[config.mk]
export PLATFORM = sky130hd
export DESIGN_NAME = stl_fifo
export DESIGN_NICKNAME = d
export VERILOG_FILES = /design/src/design/stl_pkg.sv /design/src/design/stl_fifo.sv
export SDC_FILE = /design/constraint.sdc
export NUM_CORES = 1
export LEC_CHECK = 0
export BUFFER_PORTS_ARGS = -buffer_cell sky130_fd_sc_hd__buf_2
export CELL_PAD_IN_SITES_DETAIL_PLACEMENT = 0
export CELL_PAD_IN_SITES_GLOBAL_PLACEMENT = 1
export CORE_ASPECT_RATIO = 1.2
export CORE_UTILIZATION = 47
export DETAILED_ROUTE_END_ITERATION = 7
export PLACE_DENSITY = 0.83
export REMOVE_ABC_BUFFERS = 1
export SLEW_MARGIN = 5
export SYNTH_ARGS = -nofsm -noshare
export SYNTH_HDL_FRONTEND = slang
export SYNTH_SLANG_ARGS = --single-unit
[constraint.sdc]
create_clock -name clk_i -period 10.7 [get_ports clk_i]
set_input_delay 2.14 -clock clk_i [delete_from_list [all_inputs] [get_ports clk_i]]
set_output_delay 2.14 -clock clk_i [all_outputs]
set_load 0.02 [all_outputs]
[src/design/stl_pkg.sv]
// ----------------------------------------------------------------------------
// stl_pkg: shared types and constants of the sorted table search unit
// Table geometry, field widths, command codes and the queue entry format.
// ----------------------------------------------------------------------------
package stl_pkg;

  // Table geometry
  localparam int unsigned TABLE_DEPTH = 1024;
  localparam int unsigned WORD_WIDTH  = 32;
  localparam int unsigned ADDR_W      = $clog2(TABLE_DEPTH);
  localparam int unsigned POS_W       = $clog2(TABLE_DEPTH + 1);

  // Port field widths
  localparam int unsigned IDX_FIELD_W = 10;
  localparam int unsigned LEN_FIELD_W = 11;
  localparam int unsigned RAW_W       = 32;

  // Width for range arithmetic, wide enough for every field and the depth
  localparam int unsigned CALC_W = ((POS_W > LEN_FIELD_W) ? POS_W : LEN_FIELD_W) + 1;

  // Command queue between front and back
  localparam int unsigned QUEUE_DEPTH = 2;
  localparam int unsigned QPTR_W      = (QUEUE_DEPTH > 1) ? $clog2(QUEUE_DEPTH) : 1;
  localparam int unsigned QCNT_W      = $clog2(QUEUE_DEPTH + 1);

  // Request mode codes
  localparam logic MODE_WRITE = 1'b0;
  localparam logic MODE_QUERY = 1'b1;

  // One classified request: a table write or a query with its bounded range
  typedef struct packed {
    logic                  is_query;
    logic [ADDR_W-1:0]     addr;
    logic [WORD_WIDTH-1:0] word;
    logic [POS_W-1:0]      lo;
    logic [POS_W-1:0]      hi;
  } cmd_t;

  // Search sequencer states
  typedef enum logic [1:0] {
    ST_IDLE,
    ST_LAUNCH,
    ST_PROBE,
    ST_FINISH
  } state_e;

endpackage

[src/design/stl_fifo.sv]
// ----------------------------------------------------------------------------
// stl_fifo: short command queue
// Decouples request intake from the search sequencer.
// ----------------------------------------------------------------------------
module stl_fifo (
  input  logic          clk_i,
  input  logic          rst_ni,
  input  logic          push_i,
  input  stl_pkg::cmd_t data_i,
  output logic          full_o,
  input  logic          pop_i,
  output logic          valid_o,
  output stl_pkg::cmd_t data_o
);

  stl_pkg::cmd_t                 slots_q [stl_pkg::QUEUE_DEPTH];
  logic [stl_pkg::QPTR_W-1:0]    wr_ptr_q, wr_ptr_d;
  logic [stl_pkg::QPTR_W-1:0]    rd_ptr_q, rd_ptr_d;
  logic [stl_pkg::QCNT_W-1:0]    cnt_q, cnt_d;
  logic                          do_push;
  logic                          do_pop;

  function automatic logic [stl_pkg::QPTR_W-1:0] next_ptr(input logic [stl_pkg::QPTR_W-1:0] p);
    if (p == stl_pkg::QPTR_W'(stl_pkg::QUEUE_DEPTH - 1)) begin
      return '0;
    end
    return p + stl_pkg::QPTR_W'(1);
  endfunction

  assign full_o  = (cnt_q == stl_pkg::QCNT_W'(stl_pkg::QUEUE_DEPTH));
  assign valid_o = (cnt_q != '0);
  assign data_o  = slots_q[rd_ptr_q];
  assign do_push = push_i && !full_o;
  assign do_pop  = pop_i && valid_o;

  // Advance pointers and occupancy
  always_comb begin
    wr_ptr_d = do_push ? next_ptr(wr_ptr_q) : wr_ptr_q;
    rd_ptr_d = do_pop ? next_ptr(rd_ptr_q) : rd_ptr_q;
    cnt_d    = cnt_q;
    if (do_push && !do_pop) begin
      cnt_d = cnt_q + stl_pkg::QCNT_W'(1);
    end else if (do_pop && !do_push) begin
      cnt_d = cnt_q - stl_pkg::QCNT_W'(1);
    end
  end

  always_ff @(posedge clk_i or negedge rst_ni) begin
    if (!rst_ni) begin
      wr_ptr_q <= '0;
      rd_ptr_q <= '0;
      cnt_q    <= '0;
    end else begin
      wr_ptr_q <= wr_ptr_d;
      rd_ptr_q <= rd_ptr_d;
      cnt_q    <= cnt_d;
    end
  end

  // Store the pushed entry
  always_ff @(posedge clk_i) begin
    if (do_push) begin
      slots_q[wr_ptr_q] <= data_i;
    end
  end

endmodule

==> out/results.ini <==
[status]
outcome = complete, no violations

[cts]
clockBufferDepth = 2
post_cts_buffers = 0
path_clk_slew_ns = 0.06
cts_hold_buf = 0
cts_inserted_buffers = 17
post_cts_resize_count = 0
clkLatencyLatePin_ns = 0.40
cts_tree = built
htree_num_levels = 4
clock_sinks = 134
root_buffer = clkbuf_16

[die]
initial_utilization = 0.483
die_w_um = 96.6
ios = 136
placementRows = 41
dieArea_sq_um = 11200
die_h_um = 116
core_sq_um = 10500

[drt]
ant_nets = 0
dr.pass1.iters = 4
vias = 2449
drc = 0
drt_iter0_drc = 98
avgRoutedWirePerCell_um = 15.5
viasPerCell = 4.78
wl_mm = 7.94

[yosys]
synth_xor_xnor_area_share = 0.00867
avgSynthCellArea_sq_um = 22.8
seq_area_frac_synth = 0.793
synthAdderAreaFrac = 0.00248
synth_compound_area_frac = 0
synth-simple-area-share = 0.00669
syn_inst = 221
synth_mux_area_frac = 0.175
syn_area_sq_um = 5050
ys_ff_latch = 134
yosysUniqueCellTypes = 15
synth_top_family_by_area = multiplexers
yosys_warnings = 0

[sta]
max_freq_mhz = 230
min_period_ns = 4.35
setup_viol = 0
grt_setup_unrepaired = false
finClkSkew_ns = 0.00607
slew_viol_final = 0
slew_headroom = 0.266
fin_crit_sh = 0.406
finalSetupTns_ns = 0
tightest_slew_ns = 1.10
finalHoldViolCount = 0
whs_ns = 0.494

[power_and_ir_drop]
finalPower_mw = 1.95
p_leak_nw = 2.58
p_per_area_nw_per_um2 = 302
vdd_ir_drop_max_v = 0.000191

[critical_path]
crit_arrival_ns = 2.21
end_kind = output pin
timing_worst_setup_path_type = reg2out
ff2ff_setup_slack_ns = 8.82
cp_max_fo = 66
required_ns = 8.56
cp-start-kind = flip-flop

[cells_and_area]
syn_to_final_growth_pct = 27.8
nNetsFinal = 440
layout.area.seq_sq_um = 4010
drive_above_1_share = 0.619
final_core_util = 0.617
multi_input_area_sq_um = 981
num_antenna_cells = 0
fillers = 798

[place]
gp_congestion = 0.641
dpl.hpwl_mm = 4.96
place.port_buffers = 135

[global_routing]
grt-ovfl-total = 0
grt_antenna_before_repair = 0
grt_pass1_vias = 2492
grt_pass1_wl_mm = 12.2
grt_max_degree = 67
grt_usage = 0.148

[job]
maxCapViolations = 0

[worst_hold_path]
hold_class = reg2reg

-- stage by stage --
stage	setup slack, ns	cell area [sq um]	instances
4_1_cts	6.32	6450	512
6_report	6.35	6450	512
3_3_place_gp	6.80	5850	480
3_5_place_dp	6.78	5850	480
2_1_floorplan	5.27	4980	214
5_1_grt	6.24	6450	512
-- registers in the layout (all words and copies together), names as in the netlist --
register  count
cnt_q         2
rd_ptr_q      1
slots_q     130
wr_ptr_q      1
-- synthesized netlist by cell type --
library cell,number,share of area
mux2_4,40,0.12
and3_1,1,0.0012
buf_6,5,0.011
nand2_1,2,0.0015
or2_2,1,0.0012
buf_2,2,0.0020
dfrtp_1,4,0.020
mux2_2,25,0.056
nor2_1,2,0.0015
inv_1,2,0.0015
xnor2_1,3,0.0052
ha_1,1,0.0025
xor2_1,2,0.0035
edfxtp_1,130,0.77
nand2b_1,1,0.0012
-- worst max-delay path, cell delays in order, from the launching register on --
cell     delay (ns)
dfrtp_4        1.11
mux2_2         0.43
buf_2          0.17
-- layout by cell type, fill, tap and decap left out --
cell	count
buf_4	2
mux2_2	25
buf_2	135
nand2_1	2
inv_6	2
clkinv_4	6
clkinv_1	1
inv_1	2
clkbuf_16	17
dfrtp_4	1
dfrtp_1	3
mux2_4	40
nor2_1	1
bufinv_16	3
nand2b_1	1
or2_2	1
edfxtp_1	130
clkinv_2	3
nor2_4	1
ha_1	1
xnor2_1	3
and3_2	1
xor2_1	2
-- worst paths after layout --
check,startpoint,to,depth (start not counted)
setup reg to reg,cnt_q[0]$_DFFE_PN0P_,slots_q[0][28]$_DFFE_PP_,4
hold / removal,cnt_q[1]$_DFFE_PN0P_,cnt_q[1]$_DFFE_PN0P_,1
min in group asynchronous,rst_ni,wr_ptr_q$_DFFE_PN0P_,1
setup / recovery,rd_ptr_q$_DFFE_PN0P_,data_o[39],2
hold reg to reg,cnt_q[1]$_DFFE_PN0P_,cnt_q[1]$_DFFE_PN0P_,1
max in group asynchronous,rst_ni,rd_ptr_q$_DFFE_PN0P_,1
-- power breakdown --
part           leakage [nW]  internal (mW)  switching, mW
clock network         0.299          0.367          0.208
registers              1.25          0.721         0.0903
logic                  1.03          0.265          0.296
-- logic make-up after synthesis --
logic type	after synthesis
xor gates and xnor gates	5
buffers and inverters	9
and+or+nand+nor	7
DFF	134
muxes	65
adders and majority gates	1
-- routing by layer --
layer / up-vias / share of wire / wire length (um) / global-route usage
met4: 0 / 0.012 / 95 / 0.0726
met1: 1177 / 0.40 / 3190 / 0.163
met5: - / 0 / 0 / 0
li1: 1169 / - / - / -
met2: 97 / 0.52 / 4150 / 0.254
met3: 6 / 0.064 / 512 / 0.0555
-- layout make-up --
| cell class | count | share of cell area |
|---|---|---|
| timing repair buffer | 137 | 0.107 |
| inverter | 2 | 0.00116 |
| sequential | 134 | 0.621 |
| clock buffer | 17 | 0.0659 |
| clock inverter | 15 | 0.0277 |
| multi-input combinational | 78 | 0.152 |
| tap | 129 | 0.0250 |
Note: power is estimated with default switching activity, not from simulation.
