### config.mk
export PLATFORM = sky130hd
export DESIGN_NAME = stl_front
export DESIGN_NICKNAME = d
export VERILOG_FILES = /design/src/design/stl_pkg.sv /design/src/design/stl_front.sv
export SDC_FILE = /design/constraint.sdc
export NUM_CORES = 1
export LEC_CHECK = 0
export BUFFER_PORTS_ARGS = -buffer_cell sky130_fd_sc_hd__buf_4
export CORE_UTILIZATION = 40
export DETAILED_ROUTE_END_ITERATION = 12
export GPL_TIMING_DRIVEN = 0
export PLACE_DENSITY = 0.95
export SETUP_SLACK_MARGIN = 0.15
export SLEW_MARGIN = 20
export SYNTH_ARGS = -nofsm -noshare
export SYNTH_HDL_FRONTEND = slang
export SYNTH_SLANG_ARGS = --single-unit
### constraint.sdc
create_clock -name vclk -period 7
set_clock_uncertainty 0.05 [all_clocks]
set_input_delay 0.7 -clock vclk [all_inputs]
set_output_delay 0.7 -clock vclk [all_outputs]
set_load 0.05 [all_outputs]
### src/design/stl_pkg.sv
// ----------------------------------------------------------------------------
// stl_pkg: shared types and constants of the sorted table search unit
// Table geometry, field widths, command codes and the queue entry format.
// ----------------------------------------------------------------------------
package stl_pkg;

  // Table geometry
  localparam int unsigned TABLE_DEPTH = 1024;
  localparam int unsigned WORD_WIDTH  = 32;
  localparam int unsigned ADDR_W      = $clog2(TABLE_DEPTH);
  localparam int unsigned POS_W       = $clog2(TABLE_DEPTH + 1);

  // Port field widths
  localparam int unsigned IDX_FIELD_W = 10;
  localparam int unsigned LEN_FIELD_W = 11;
  localparam int unsigned RAW_W       = 32;

  // Width for range arithmetic, wide enough for every field and the depth
  localparam int unsigned CALC_W = ((POS_W > LEN_FIELD_W) ? POS_W : LEN_FIELD_W) + 1;

  // Command queue between front and back
  localparam int unsigned QUEUE_DEPTH = 2;
  localparam int unsigned QPTR_W      = (QUEUE_DEPTH > 1) ? $clog2(QUEUE_DEPTH) : 1;
  localparam int unsigned QCNT_W      = $clog2(QUEUE_DEPTH + 1);

  // Request mode codes
  localparam logic MODE_WRITE = 1'b0;
  localparam logic MODE_QUERY = 1'b1;

  // One classified request: a table write or a query with its bounded range
  typedef struct packed {
    logic                  is_query;
    logic [ADDR_W-1:0]     addr;
    logic [WORD_WIDTH-1:0] word;
    logic [POS_W-1:0]      lo;
    logic [POS_W-1:0]      hi;
  } cmd_t;

  // Search sequencer states
  typedef enum logic [1:0] {
    ST_IDLE,
    ST_LAUNCH,
    ST_PROBE,
    ST_FINISH
  } state_e;

endpackage

### src/design/stl_front.sv
// ----------------------------------------------------------------------------
// stl_front: request intake and classification
// Takes requests, drops out-of-depth writes and clamps query ranges.
// ----------------------------------------------------------------------------
module stl_front (
  input  logic                           in_valid_i,
  output logic                           in_ready_o,
  input  logic                           mode_i,
  input  logic [stl_pkg::IDX_FIELD_W-1:0] entry_index_i,
  input  logic [stl_pkg::RAW_W-1:0]      entry_value_i,
  input  logic [stl_pkg::IDX_FIELD_W-1:0] range_start_i,
  input  logic [stl_pkg::LEN_FIELD_W-1:0] range_length_i,
  input  logic [stl_pkg::RAW_W-1:0]      search_key_i,
  input  logic                           full_i,
  output logic                           push_o,
  output stl_pkg::cmd_t                  cmd_o
);

  logic [stl_pkg::CALC_W-1:0] start_w;
  logic [stl_pkg::CALC_W-1:0] room_w;
  logic [stl_pkg::CALC_W-1:0] len_w;
  logic                       wr_in_depth;
  logic                       is_query;

  // Clamp start and length to the table
  always_comb begin
    start_w = stl_pkg::CALC_W'(range_start_i);
    if (start_w > stl_pkg::CALC_W'(stl_pkg::TABLE_DEPTH)) begin
      start_w = stl_pkg::CALC_W'(stl_pkg::TABLE_DEPTH);
    end
    room_w = stl_pkg::CALC_W'(stl_pkg::TABLE_DEPTH) - start_w;
    len_w  = stl_pkg::CALC_W'(range_length_i);
    if (len_w > room_w) begin
      len_w = room_w;
    end
  end

  assign is_query    = (mode_i == stl_pkg::MODE_QUERY);
  assign wr_in_depth = stl_pkg::CALC_W'(entry_index_i) < stl_pkg::CALC_W'(stl_pkg::TABLE_DEPTH);

  // Build the queue entry
  always_comb begin
    cmd_o.is_query = is_query;
    cmd_o.addr     = stl_pkg::ADDR_W'(entry_index_i);
    cmd_o.word     = is_query ? stl_pkg::WORD_WIDTH'(search_key_i)
                              : stl_pkg::WORD_WIDTH'(entry_value_i);
    cmd_o.lo       = stl_pkg::POS_W'(start_w);
    cmd_o.hi       = stl_pkg::POS_W'(start_w + len_w);
  end

  // Accept whenever the queue has room; drop writes beyond the table
  assign in_ready_o = !full_i;
  assign push_o     = in_valid_i && !full_i && (is_query || wr_in_depth);

endmodule

==> metrics <==
slowest cell on the critical path a2111oi_2; Pleak 0.001518 uW; pin slew with the least headroom to its limit 0.5482 ns; Synth Instances 183; crit path DAT 5.26 ns; Core Footprint 0.003661 mm2; CP Capture Type output port; drt first-iter violations 70; TritonRoute pass-1 iters 6; Slew HR 0.6345; wire per inst 15.76 um; Required @ worst endpoint 6.25 ns; detailed placement HPWL 5462 um; Setup Crit Path Kind primary input to output port; share of cells above drive strength 1 0.6458; CLK BUF 0; worst hold start entry_index_i[3]; FF+latch count 0; RSZ-0062 raised after global routing no; Setup TNS 0 ns; num ports 165; Crit Path Max Fanout 10; Final period util 0.8582; Avg Inst Size Synth 8.348 um2; GP Congestion 0.7865; die height 63.80 um; Diodes inserted 0; outcome finished, final reports clean; # Post-CTS Setup Buffers 0; hold buffers post-CTS 0; Seq/Total Area, Yosys 0; Nets 459; # setup viols final 0; Fmax achieved 0.1665 GHz; DRC 0; row count 22; vias in the first global route 1829; Yosys cell types 34; initial antenna violation count 0; cell-by-cell trace of the critical path buf_4, nor3_2, nand3_1, or3_1, xnor2_1, ha_1, a21o_1, a2111oi_2, a22oi_2, buf_6, nand2_1, o21ai_0, ha_1, fa_1, a21oi_1, nor2b_1, a311o_1, a21o_1, a21oi_2, xnor2_1, buf_4; count of input and output buffers 153; max_cap viols 0; routed via count 1902; Hold Path Sink cmd_o[57]; synthesized net count 304; fin. max-slew vios 0; Antenna Nets Post-Route 0; Largest stage delay, worst path 0.42 ns; min Tclk post-route 6.008 ns; Ys Warns 0; WL final 6052 um; largest net degree at the start of global routing 11; Filler Cell Count 282; pwr dens 140.4 mW/mm2; first-pass GRT wire length 8859 um; CP startpoint kind primary input; maximum vdd drop 83.80 uV; post_cts resized 0; Syn-to-layout area delta 79.12%; Vias/cell 4.953; Final Hold Fails 0; worst min path class primary input to output port; Congestion Overflow GR 0; GR Util All Layers 0.2800; Initial Util 0.4173; Die Area 0.004070 mm2; post-layout util 0.7474; cell area after synthesis 0.001528 mm2; Chip Width 63.80 um; FF+latch area 0 um2; worst hold stages 2
## layout by cell type, fill, tap and decap left out, types with 6 or more instances in the layout
cell,Yosys,final
ha_1,22,22
a21o_1,7,7
xnor2_1,9,9
nor2_1,7,7
a21oi_1,7,7
inv_1,14,14
mux2_2,33,33
buf_4,22,175
nand2_1,6,6
xor2_1,8,8
mux2i_1,9,9
## worst max path at each step
stage | start | endpoint | slack [ns] | cells past startpoint
floorplan | range_start_i[8] | cmd_o[10] | 1.33 | 18
detailed placement | range_start_i[4] | cmd_o[8] | 1.05 | 21
global route | range_start_i[4] | cmd_o[8] | 0.80 | 21
finish | range_start_i[4] | cmd_o[8] | 0.99 | 21
CTS | range_start_i[4] | cmd_o[8] | 1.04 | 21
global placement | range_start_i[4] | cmd_o[8] | 1.17 | 21
## cell usage after synthesis
library cell  instances  share of area
mux2_2               33           0.24
buf_4                22           0.11
ha_1                 22           0.18
inv_1                14          0.034
mux2i_1               9          0.059
xnor2_1               9          0.052
xor2_1                8          0.046
a21o_1                7          0.034
a21oi_1               7          0.023
nor2_1                7          0.017
nand2_1               6          0.015
nor3_1                5          0.016
o21ai_0               5          0.016
nor2b_1               4          0.016
buf_1                 3         0.0074
nand3_1               2         0.0066
nor3_2                2          0.013
or3_1                 2         0.0082
a2111oi_2             1         0.0098
a211oi_1              1         0.0049
a21oi_2               1         0.0057
a22oi_2               1         0.0082
a311o_1               1         0.0066
and4_1                1         0.0057
buf_6                 1         0.0074
clkbuf_1              1         0.0025
conb_1                1         0.0025
fa_1                  1          0.013
nand2b_1              1         0.0041
nand3_2               1         0.0066
nand3b_2              1         0.0074
o211a_1               1         0.0066
o41ai_1               1         0.0057
or3_4                 1         0.0074
## final cells by class
type,count,area [um2],share of cell area
Buffer,27,191.4,0.06996
Inverter,14,52.55,0.01920
Multi-Input combinational cell,142,1284,0.4691
Tap cell,48,60.06,0.02195
Timing Repair Buffer,153,1149,0.4198
## cells by family (layout without fill, tap and decap cells)
kind of cell / count (synthesis) / count (layout) / synth area share
mux: 42 / 42 / 0.3022
buf+inv: 41 / 194 / 0.1597
simple gates: 33 / 33 / 0.1237
compound gates: 26 / 26 / 0.1212
fa+ha+maj: 23 / 23 / 0.1933
xor+xnor: 17 / 17 / 0.09747
other cells: 1 / 1 / 0.002455
## routing by layer
| metal | share of wire | wire [um] | up-vias | GRT usage |
|---|---|---|---|---|
| met2 | 0.59 | 3549 | 91 | 0.5984 |
| li1 | - | - | 931 | - |
| met1 | 0.35 | 2101 | 874 | 0.3005 |
| met3 | 0.056 | 340 | 6 | 0.02143 |
| met4 | 0.0099 | 60 | 0 | 0.01420 |
| met5 | 0 | 0 | - | 0 |
## power breakdown
group          switching (uW)  leakage (uW)  internal (uW)
logic                     237       0.00152            147
registers                   0             0              0
clock network               0             0              0
## worst max-delay path: cells and delay by family
kind                       cells  cell delay [ns]
and+or+nand+nor                5             0.95
buffers and inverters          3             0.54
AOI/OAI and AO/OA              8             1.74
xor gates and xnor gates       2             0.38
adders and majority gates      3             0.94
## metrics by stage
step / hold WS (ns) / area (um2) / total power (uW) / std cells / setup slack, ns
after floorplan: 1.517 / 1528 / 259.8 / 183 / 1.333
after global placement: 1.604 / 2736 / 376.0 / 384 / 1.175
after detailed placement: 1.604 / 2736 / 383.2 / 384 / 1.049
after CTS: 1.604 / 2736 / 384.3 / 384 / 1.042
after global routing: 1.606 / 2736 / 402.3 / 384 / 0.8022
final: 1.603 / 2736 / 384.2 / 384 / 0.9924
No activity file was read; power rests on OpenSTA's default activity.
